File: src/hdl/ttl_pkg.sv
// ----------------------------------------------------------------------------
// ttl_pkg
// Shared types and codes for the text token lexer: scan states, token type
// codes, character constants and the result entry layout.
// ----------------------------------------------------------------------------
`default_nettype none

package ttl_pkg;

  localparam int unsigned STATE_W = 3;
  localparam int unsigned TYPE_W  = 3;
  localparam int unsigned BYTE_W  = 8;

  typedef logic [STATE_W-1:0] scan_state_t;
  typedef logic [TYPE_W-1:0]  token_type_t;
  typedef logic [BYTE_W-1:0]  byte_t;

  localparam scan_state_t ST_IDLE    = 3'd0;
  localparam scan_state_t ST_COMMENT = 3'd1;
  localparam scan_state_t ST_STRING  = 3'd2;
  localparam scan_state_t ST_ESCAPE  = 3'd3;
  localparam scan_state_t ST_NUMBER  = 3'd4;
  localparam scan_state_t ST_SYMBOL  = 3'd5;

  localparam token_type_t TT_STRING   = 3'd0;
  localparam token_type_t TT_NUMBER   = 3'd1;
  localparam token_type_t TT_SYMBOL   = 3'd2;
  localparam token_type_t TT_FINISHED = 3'd3;
  localparam token_type_t TT_ERROR    = 3'd4;

  localparam logic KIND_TEXT = 1'b0;
  localparam logic KIND_END  = 1'b1;

  localparam byte_t CH_HASH   = 8'h23;
  localparam byte_t CH_STAR   = 8'h2A;
  localparam byte_t CH_QUOTE  = 8'h22;
  localparam byte_t CH_BSLASH = 8'h5C;
  localparam byte_t CH_LF     = 8'h0A;
  localparam byte_t CH_CR     = 8'h0D;
  localparam byte_t CH_TAB    = 8'h09;
  localparam byte_t CH_NUL    = 8'h00;
  localparam byte_t CH_SPACE  = 8'h20;
  localparam byte_t CH_ZERO   = 8'h30;
  localparam byte_t CH_NINE   = 8'h39;
  localparam byte_t CH_LOW_N  = 8'h6E;
  localparam byte_t CH_LOW_R  = 8'h72;
  localparam byte_t CH_LOW_T  = 8'h74;
  localparam byte_t CH_GRAPH_LO = 8'h21;
  localparam byte_t CH_GRAPH_HI = 8'h7E;

  typedef struct packed {
    logic        kind;
    token_type_t token_type;
    byte_t       text_byte;
    logic        last;
  } result_t;

  function automatic result_t res_text(input byte_t b);
    result_t r;
    r.kind       = KIND_TEXT;
    r.token_type = TT_STRING;
    r.text_byte  = b;
    r.last       = 1'b0;
    return r;
  endfunction

  function automatic result_t res_end(input token_type_t t);
    result_t r;
    r.kind       = KIND_END;
    r.token_type = t;
    r.text_byte  = '0;
    r.last       = 1'b0;
    return r;
  endfunction

endpackage

`default_nettype wire

File: src/hdl/text_token_lexer_unit.sv
// ----------------------------------------------------------------------------
// text_token_lexer_unit
// Character-at-a-time tokenizer. Skips whitespace and comments, emits token
// bytes (strings with escapes, digit runs, symbols) followed by an end marker.
// ----------------------------------------------------------------------------
// Results are registered: a result is presented the cycle after its input transfer.
// Throughput: one character per cycle while each produces at most one result and
//   out_stall is low; a character producing two results holds the input until the
//   first is taken (two-entry result buffer drains one result per cycle unless stalled).
// Reset: synchronous, active low; scanner returns idle, result buffer empties.
`default_nettype none

module text_token_lexer_unit (
  input  wire                   clk,
  input  wire                   rst_n,
  input  wire                   in_valid,
  output logic                  in_stall,
  input  wire  ttl_pkg::byte_t  in_char_in,
  input  wire                   in_end_of_input,
  output logic                  out_valid,
  input  wire                   out_stall,
  output logic                  out_kind,
  output ttl_pkg::token_type_t  out_token_type,
  output ttl_pkg::byte_t        out_text_byte,
  output logic                  out_last
);
  import ttl_pkg::*;

  scan_state_t scan_state_r, scan_state_nxt;
  logic [1:0]  cnt_r, cnt_nxt;
  result_t     e0_r, e0_nxt, e1_r, e1_nxt;

  logic        in_xfer, out_xfer;
  logic [1:0]  n_res;
  result_t     r0, r1;

  logic        c_space, c_digit, c_graph;
  logic        start_emit;
  result_t     start_res;
  scan_state_t start_st;

  assign out_valid = (cnt_r != 2'd0);
  assign out_xfer  = out_valid && !out_stall;
  assign in_stall  = (cnt_r == 2'd2) || ((cnt_r == 2'd1) && out_stall);
  assign in_xfer   = in_valid && !in_stall;

  assign out_kind       = e0_r.kind;
  assign out_token_type = e0_r.token_type;
  assign out_text_byte  = e0_r.text_byte;
  assign out_last       = e0_r.last;

  assign c_space = (in_char_in == CH_SPACE) || ((in_char_in >= CH_TAB) && (in_char_in <= CH_CR));
  assign c_digit = (in_char_in >= CH_ZERO) && (in_char_in <= CH_NINE);
  assign c_graph = (in_char_in >= CH_GRAPH_LO) && (in_char_in <= CH_GRAPH_HI);

  // token start decode
  always_comb begin
    start_emit = 1'b1;
    start_res  = res_end(TT_ERROR);
    start_st   = ST_IDLE;
    priority if (c_space) begin
      start_emit = 1'b0;
    end else if ((in_char_in == CH_HASH) || (in_char_in == CH_STAR)) begin
      start_emit = 1'b0;
      start_st   = ST_COMMENT;
    end else if (in_char_in == CH_QUOTE) begin
      start_emit = 1'b0;
      start_st   = ST_STRING;
    end else if (c_digit) begin
      start_res = res_text(in_char_in);
      start_st  = ST_NUMBER;
    end else if (c_graph) begin
      start_res = res_text(in_char_in);
      start_st  = ST_SYMBOL;
    end else begin
      start_res = res_end(TT_ERROR);
    end
  end

  // scanner step
  always_comb begin
    scan_state_nxt = scan_state_r;
    n_res          = 2'd0;
    r0             = res_end(TT_ERROR);
    r1             = res_end(TT_FINISHED);
    if (in_end_of_input) begin
      scan_state_nxt = ST_IDLE;
      if ((scan_state_r == ST_STRING) || (scan_state_r == ST_ESCAPE)) begin
        r0    = res_end(TT_ERROR);
        n_res = 2'd1;
      end else if (scan_state_r == ST_NUMBER) begin
        r0    = res_end(TT_NUMBER);
        n_res = 2'd2;
      end else if (scan_state_r == ST_SYMBOL) begin
        r0    = res_end(TT_SYMBOL);
        n_res = 2'd2;
      end else begin
        r0    = res_end(TT_FINISHED);
        n_res = 2'd1;
      end
    end else begin
      unique case (scan_state_r)
        ST_COMMENT: begin
          if (in_char_in == CH_LF) scan_state_nxt = ST_IDLE;
        end
        ST_STRING: begin
          priority if (in_char_in == CH_QUOTE) begin
            r0             = res_end(TT_STRING);
            n_res          = 2'd1;
            scan_state_nxt = ST_IDLE;
          end else if (in_char_in == CH_LF) begin
            r0             = res_end(TT_ERROR);
            n_res          = 2'd1;
            scan_state_nxt = ST_IDLE;
          end else if (in_char_in == CH_BSLASH) begin
            scan_state_nxt = ST_ESCAPE;
          end else begin
            r0    = res_text(in_char_in);
            n_res = 2'd1;
          end
        end
        ST_ESCAPE: begin
          n_res          = 2'd1;
          scan_state_nxt = ST_STRING;
          unique case (in_char_in)
            CH_LOW_N:  r0 = res_text(CH_LF);
            CH_LOW_R:  r0 = res_text(CH_CR);
            CH_ZERO:   r0 = res_text(CH_NUL);
            CH_LOW_T:  r0 = res_text(CH_TAB);
            CH_BSLASH: r0 = res_text(CH_BSLASH);
            CH_QUOTE:  r0 = res_text(CH_QUOTE);
            default: begin
              r0             = res_end(TT_ERROR);
              scan_state_nxt = ST_IDLE;
            end
          endcase
        end
        ST_NUMBER, ST_SYMBOL: begin
          if ((scan_state_r == ST_NUMBER) ? c_digit : c_graph) begin
            r0    = res_text(in_char_in);
            n_res = 2'd1;
          end else begin
            r0             = res_end((scan_state_r == ST_NUMBER) ? TT_NUMBER : TT_SYMBOL);
            r1             = start_res;
            n_res          = start_emit ? 2'd2 : 2'd1;
            scan_state_nxt = start_st;
          end
        end
        default: begin
          r0             = start_res;
          n_res          = start_emit ? 2'd1 : 2'd0;
          scan_state_nxt = start_st;
        end
      endcase
    end
    r0.last = (n_res == 2'd1);
    r1.last = 1'b1;
  end

  // result buffer
  always_comb begin
    cnt_nxt = cnt_r;
    e0_nxt  = e0_r;
    e1_nxt  = e1_r;
    if (in_xfer) begin
      cnt_nxt = n_res;
      e0_nxt  = r0;
      e1_nxt  = r1;
    end else if (out_xfer) begin
      cnt_nxt = cnt_r - 2'd1;
      e0_nxt  = e1_r;
    end
  end

  always_ff @(posedge clk) begin
    if (!rst_n) begin
      scan_state_r <= ST_IDLE;
      cnt_r        <= 2'd0;
    end else begin
      if (in_xfer) scan_state_r <= scan_state_nxt;
      cnt_r <= cnt_nxt;
    end
  end

  always_ff @(posedge clk) begin
    e0_r <= e0_nxt;
    e1_r <= e1_nxt;
  end

  a_cnt_range: assert property (@(posedge clk) disable iff (!rst_n)
    cnt_r != 2'd3) else $error("result buffer count out of range");

  a_pair_last: assert property (@(posedge clk) disable iff (!rst_n)
    (cnt_r == 2'd2) |-> (!e0_r.last && e1_r.last))
    else $error("two buffered results with wrong last flags");

  a_single_last: assert property (@(posedge clk) disable iff (!rst_n)
    (cnt_r == 2'd1) |-> e0_r.last) else $error("single buffered result not last");

  a_eoi_idle: assert property (@(posedge clk) disable iff (!rst_n)
    (in_xfer && in_end_of_input) |=> (scan_state_r == ST_IDLE))
    else $error("scanner not idle after end of input");

endmodule

`default_nettype wire
File: config.mk
export PLATFORM = sky130hd
export DESIGN_NAME = text_token_lexer_unit
export DESIGN_NICKNAME = d
export VERILOG_FILES = /design/src/hdl/ttl_pkg.sv /design/src/hdl/text_token_lexer_unit.sv
export SDC_FILE = /design/constraint.sdc
export NUM_CORES = 1
export LEC_CHECK = 0
export BUFFER_PORTS_ARGS = -buffer_cell sky130_fd_sc_hd__buf_2
export CORE_MARGIN = 4
export CORE_UTILIZATION = 57
export CTS_CLUSTER_DIAMETER = 150
export CTS_CLUSTER_SIZE = 20
export DETAILED_ROUTE_END_ITERATION = 6
export PLACE_DENSITY = 0.78
export SLEW_MARGIN = 20
export SYNTH_ARGS = -nofsm -noshare
export SYNTH_HDL_FRONTEND = slang
export SYNTH_SLANG_ARGS = --single-unit
File: constraint.sdc
create_clock -name clk -period 3 [get_ports clk]
set_input_delay 0.45 -clock clk [delete_from_list [all_inputs] [get_ports clk]]
set_output_delay 0.45 -clock clk [all_outputs]
set_load 0.03 [all_outputs]
==> results.toml <==
[setup_path]
timing.setup.critical_path_class = "in2reg"
critical_path.cell_chain = "buf_2 -> or4b_4 -> or4_4 -> and3_4 -> or4_4 -> o32ai_2"
critPathRequiredTime_ns = 3.25
crit_slowest_cell = "or4b_4"
timing.reg2reg.setup_slack_ns = 0.97
worst_path_most_repeated_cell = "or4_4"
maximum_fanout_count_along_the_critical_path = 11
worst_setup_path_end_kind = "flop"
slowest_delay_ns = 0.55
worst_setup_path_start_kind = "input pin"
endpoint_arrival_time_on_the_critical_path_ns = 2.65
critPathBufInv = 1
timing.critical_path.max_delay_family = "simple AND/OR/NAND/NOR gates"

[layout]
area_taken_by_multi_input_logic_gates_um2 = 1110
regArea_um2 = 821
area.growth.synth_to_final_pct = 16.0
nets = 285
post-route-util = 0.700
antenna_cells_inserted = 0
layout-drive-gt1-share = 0.222
final_cell_count_no_fill = 316
filler_cell_count = 287

[timing]
slew_violations = 0
setup-violations-final = 0
fin_setup_tns_ns = 0
hold-worst-slack_ns = 0.393
timing.final.ws_setup_ns = 0.601
finalWorstPathRequiredPeriod_ns = 2.40
post-route-period-util = 0.800
fmax_mhz = 417
unrepaired_setup_endpoints_after_global_routing = "no"
worst_pin_slew_ns = 0.879
final_hold_violating_endpoints = 0
timing.max_slew.rel_slack = 0.399
skew_ns = 0.00881

[synthesis]
synthSimpleGateAreaFrac = 0.252
synth.cells.most_frequent = "edfxtp_1, nand2_1, a21oi_1"
synth.cell_area_um2 = 2050
post-synth-top-area-cell = "edfxtp_1"
synthesized_area_per_cell_um2 = 8.78
synthesis.instances = 233
ys.warnings.count = 0
compound_gate_portion_of_the_synthesized_area = 0.235
yosysSeqAreaShare = 0.401
edff_count_synth = 24
ys_async_sr_fraction = 0
synth.area.top_cells = "edfxtp_1, dfxtp_1, nand2_1"
synth_top_cell_area_share = 0.352
synth_top_family_by_area = "simple AND/OR/NAND/NOR gates"
post_synth_num_cell_types = 55
synth_fp_nets = 249
synth_xor_area_frac = 0.0214
synth.most_common_cell = "edfxtp_1"
synth_seq_cells = 29
synth_fa_ha_area_frac = 0.0183
ys.flop_type = "edfxtp_1"
muxShareOfSynthArea = 0.0104

[route]
route.detailed.wl_per_inst_um = 18.0
routed-via-count = 1977
initialDrtViolationCount = 173
drtPass1Iterations = 4
avgViaCountPerCell = 6.26
detail_route.wirelength_mm = 5.69
antenna_violating_nets_post_route = 0
route.detailed.drc = 0

[clock_network]
clk_latency_ns = 0.34
number_of_cells_upsized_or_downsized_after_cts = 0
clk_transition_reported_paths_ns = 0.10
clk_path_buf_depth = 2
post-cts-setup-buffer-count = 0
cts.root.buffer_cell = "clkbuf_4"
cts_inserted_buffers = 5
htreeDepth = 2
cts_tree = "built"
post_cts_hold_buffer_count = 0
cts.sinks = 29

[job]
max_cap_violations = 0

[place]
gpl.final_weighted_congestion = 0.924
dp.cells = 308
placement.setup.worst_slack_ns = 0.263
detailed_place_hpwl_mm = 4.31
buffer_ports.inserted = 27

[die]
chipHeight_um = 67.9
rows = 21
top_level_ports = 28
die_width_um = 67.9
core_area_um2 = 3390
start_util = 0.604
total_die_area_um2 = 4610

[power_and_ir_drop]
comb_power_share = 0.290
power-per-cell-area_nw_per_um2 = 447
netSwitchingPower_uw = 364
max-vdd-ir-drop_v = 0.000184
cellLeakagePower_uw = 0.000877
power.share.sequential = 0.470
power_frac_clock = 0.240
switching_share = 0.343
p_int_uw = 697

[global_routing]
global_route_wire_length_before_repair_mm = 9.23
grt_use_total = 0.272
number_of_antenna_violations_at_the_first_check_in_global_routing = 0
grt-ovfl-total = 0
grt_start_max_net_pins = 16
via_count_of_the_first_global_routing_pass = 1776

[worst_hold_path]
hp-class = "in2reg"

[run_status]
run_status = "finished, final reports clean"
## metal layers
| layer | global-route usage | vias to the layer above | wire (µm) | share of wire |
|---|---|---|---|---|
| met3 | 0.0509 | 10 | 487 | 0.086 |
| met1 | 0.409 | 918 | 2620 | 0.46 |
| met5 | 0 | - | 0 | 0 |
| met2 | 0.390 | 90 | 2510 | 0.44 |
| met4 | 0.0868 | 0 | 76 | 0.013 |
| li1 | - | 959 | - | - |
## through the flow
| step | instance area, µm² | power, µW |
|---|---|---|
| floorplan | 2050 | 719 |
| global placement | 2300 | 807 |
| detailed placement | 2310 | 813 |
| CTS | 2370 | 1060 |
| global route | 2370 | 1110 |
| finish | 2370 | 1060 |
## worst paths after layout
check | from | end | cells after the start
max | in_char_in[0] | scan_state_r[0]$_SDFFE_PN0P_ | 6
min | rst_n | cnt_r[0]$_SDFFE_PN0P_ | 3
max reg2reg | cnt_r[1]$_SDFFE_PN0P_ | scan_state_r[0]$_SDFFE_PN0P_ | 7
min reg2reg | e1_r[3]$_SDFFCE_PP0P_ | out_text_byte[2]$_DFFE_PP_ | 1
## area by class of cell
type                    count  area share
clock inverters             2     0.00369
clock buffers               6      0.0216
repair buffers             45       0.114
flip-flops and latches     29       0.346
well taps                  46      0.0243
multi-input cells         174       0.468
inverters                  14      0.0222
## sequential cells by signal, summed over array words and instances (netlist names)
signal	flops
out_kind	1
scan_state_r	3
out_text_byte	8
out_token_type	3
out_last	1
cnt_r	2
e1_r	11
## power groups by stage
stage                     Sequential (µW)  Clock [µW]  Combinational, µW
after floorplan                       564           0                155
after global placement                508           0                299
after detailed placement              509           0                305
after CTS                             500         254                306
after global routing                  503         274                333
final                                 499         255                308
## worst min-delay path: stages
cell	delay, ns
buf_2	0.12
o21ai_0	0.07
a31oi_1	0.05
## cells in the final DEF, fill, tap and decap left out, types with 2 or more instances in the layout
master / synthesis / routed
a2bb2oi_1: 2 / 2
ha_1: 3 / 3
buf_4: 0 / 18
and2_1: 7 / 7
or4_4: 2 / 2
nor4_1: 3 / 3
nor2_1: 15 / 15
o2111ai_1: 3 / 3
nand2b_1: 4 / 4
o22ai_1: 2 / 2
nand3b_1: 2 / 2
nand3_1: 8 / 8
clkbuf_4: 0 / 5
a21oi_1: 17 / 17
clkinv_1: 1 / 2
a22o_1: 3 / 3
edfxtp_1: 24 / 24
nor3_1: 9 / 9
nand2_1: 23 / 23
or4_1: 3 / 3
a31oi_1: 6 / 6
dfxtp_1: 5 / 5
or3_1: 3 / 3
o21ai_0: 12 / 11
nor2b_1: 4 / 4
xnor2_1: 4 / 4
o41ai_2: 1 / 2
inv_1: 13 / 13
o41ai_1: 3 / 2
a32o_1: 4 / 4
nand4_1: 4 / 4
o211ai_1: 3 / 3
nor3b_1: 3 / 3
buf_2: 1 / 27
## cell families after synthesis
family / count (synthesis)
xor+xnor: 5
simple gates: 95
compound gates: 68
buf+inv: 30
mux: 2
flops: 29
other cells: 1
fa+ha+maj: 3
No activity file was read; power rests on OpenSTA's default activity.
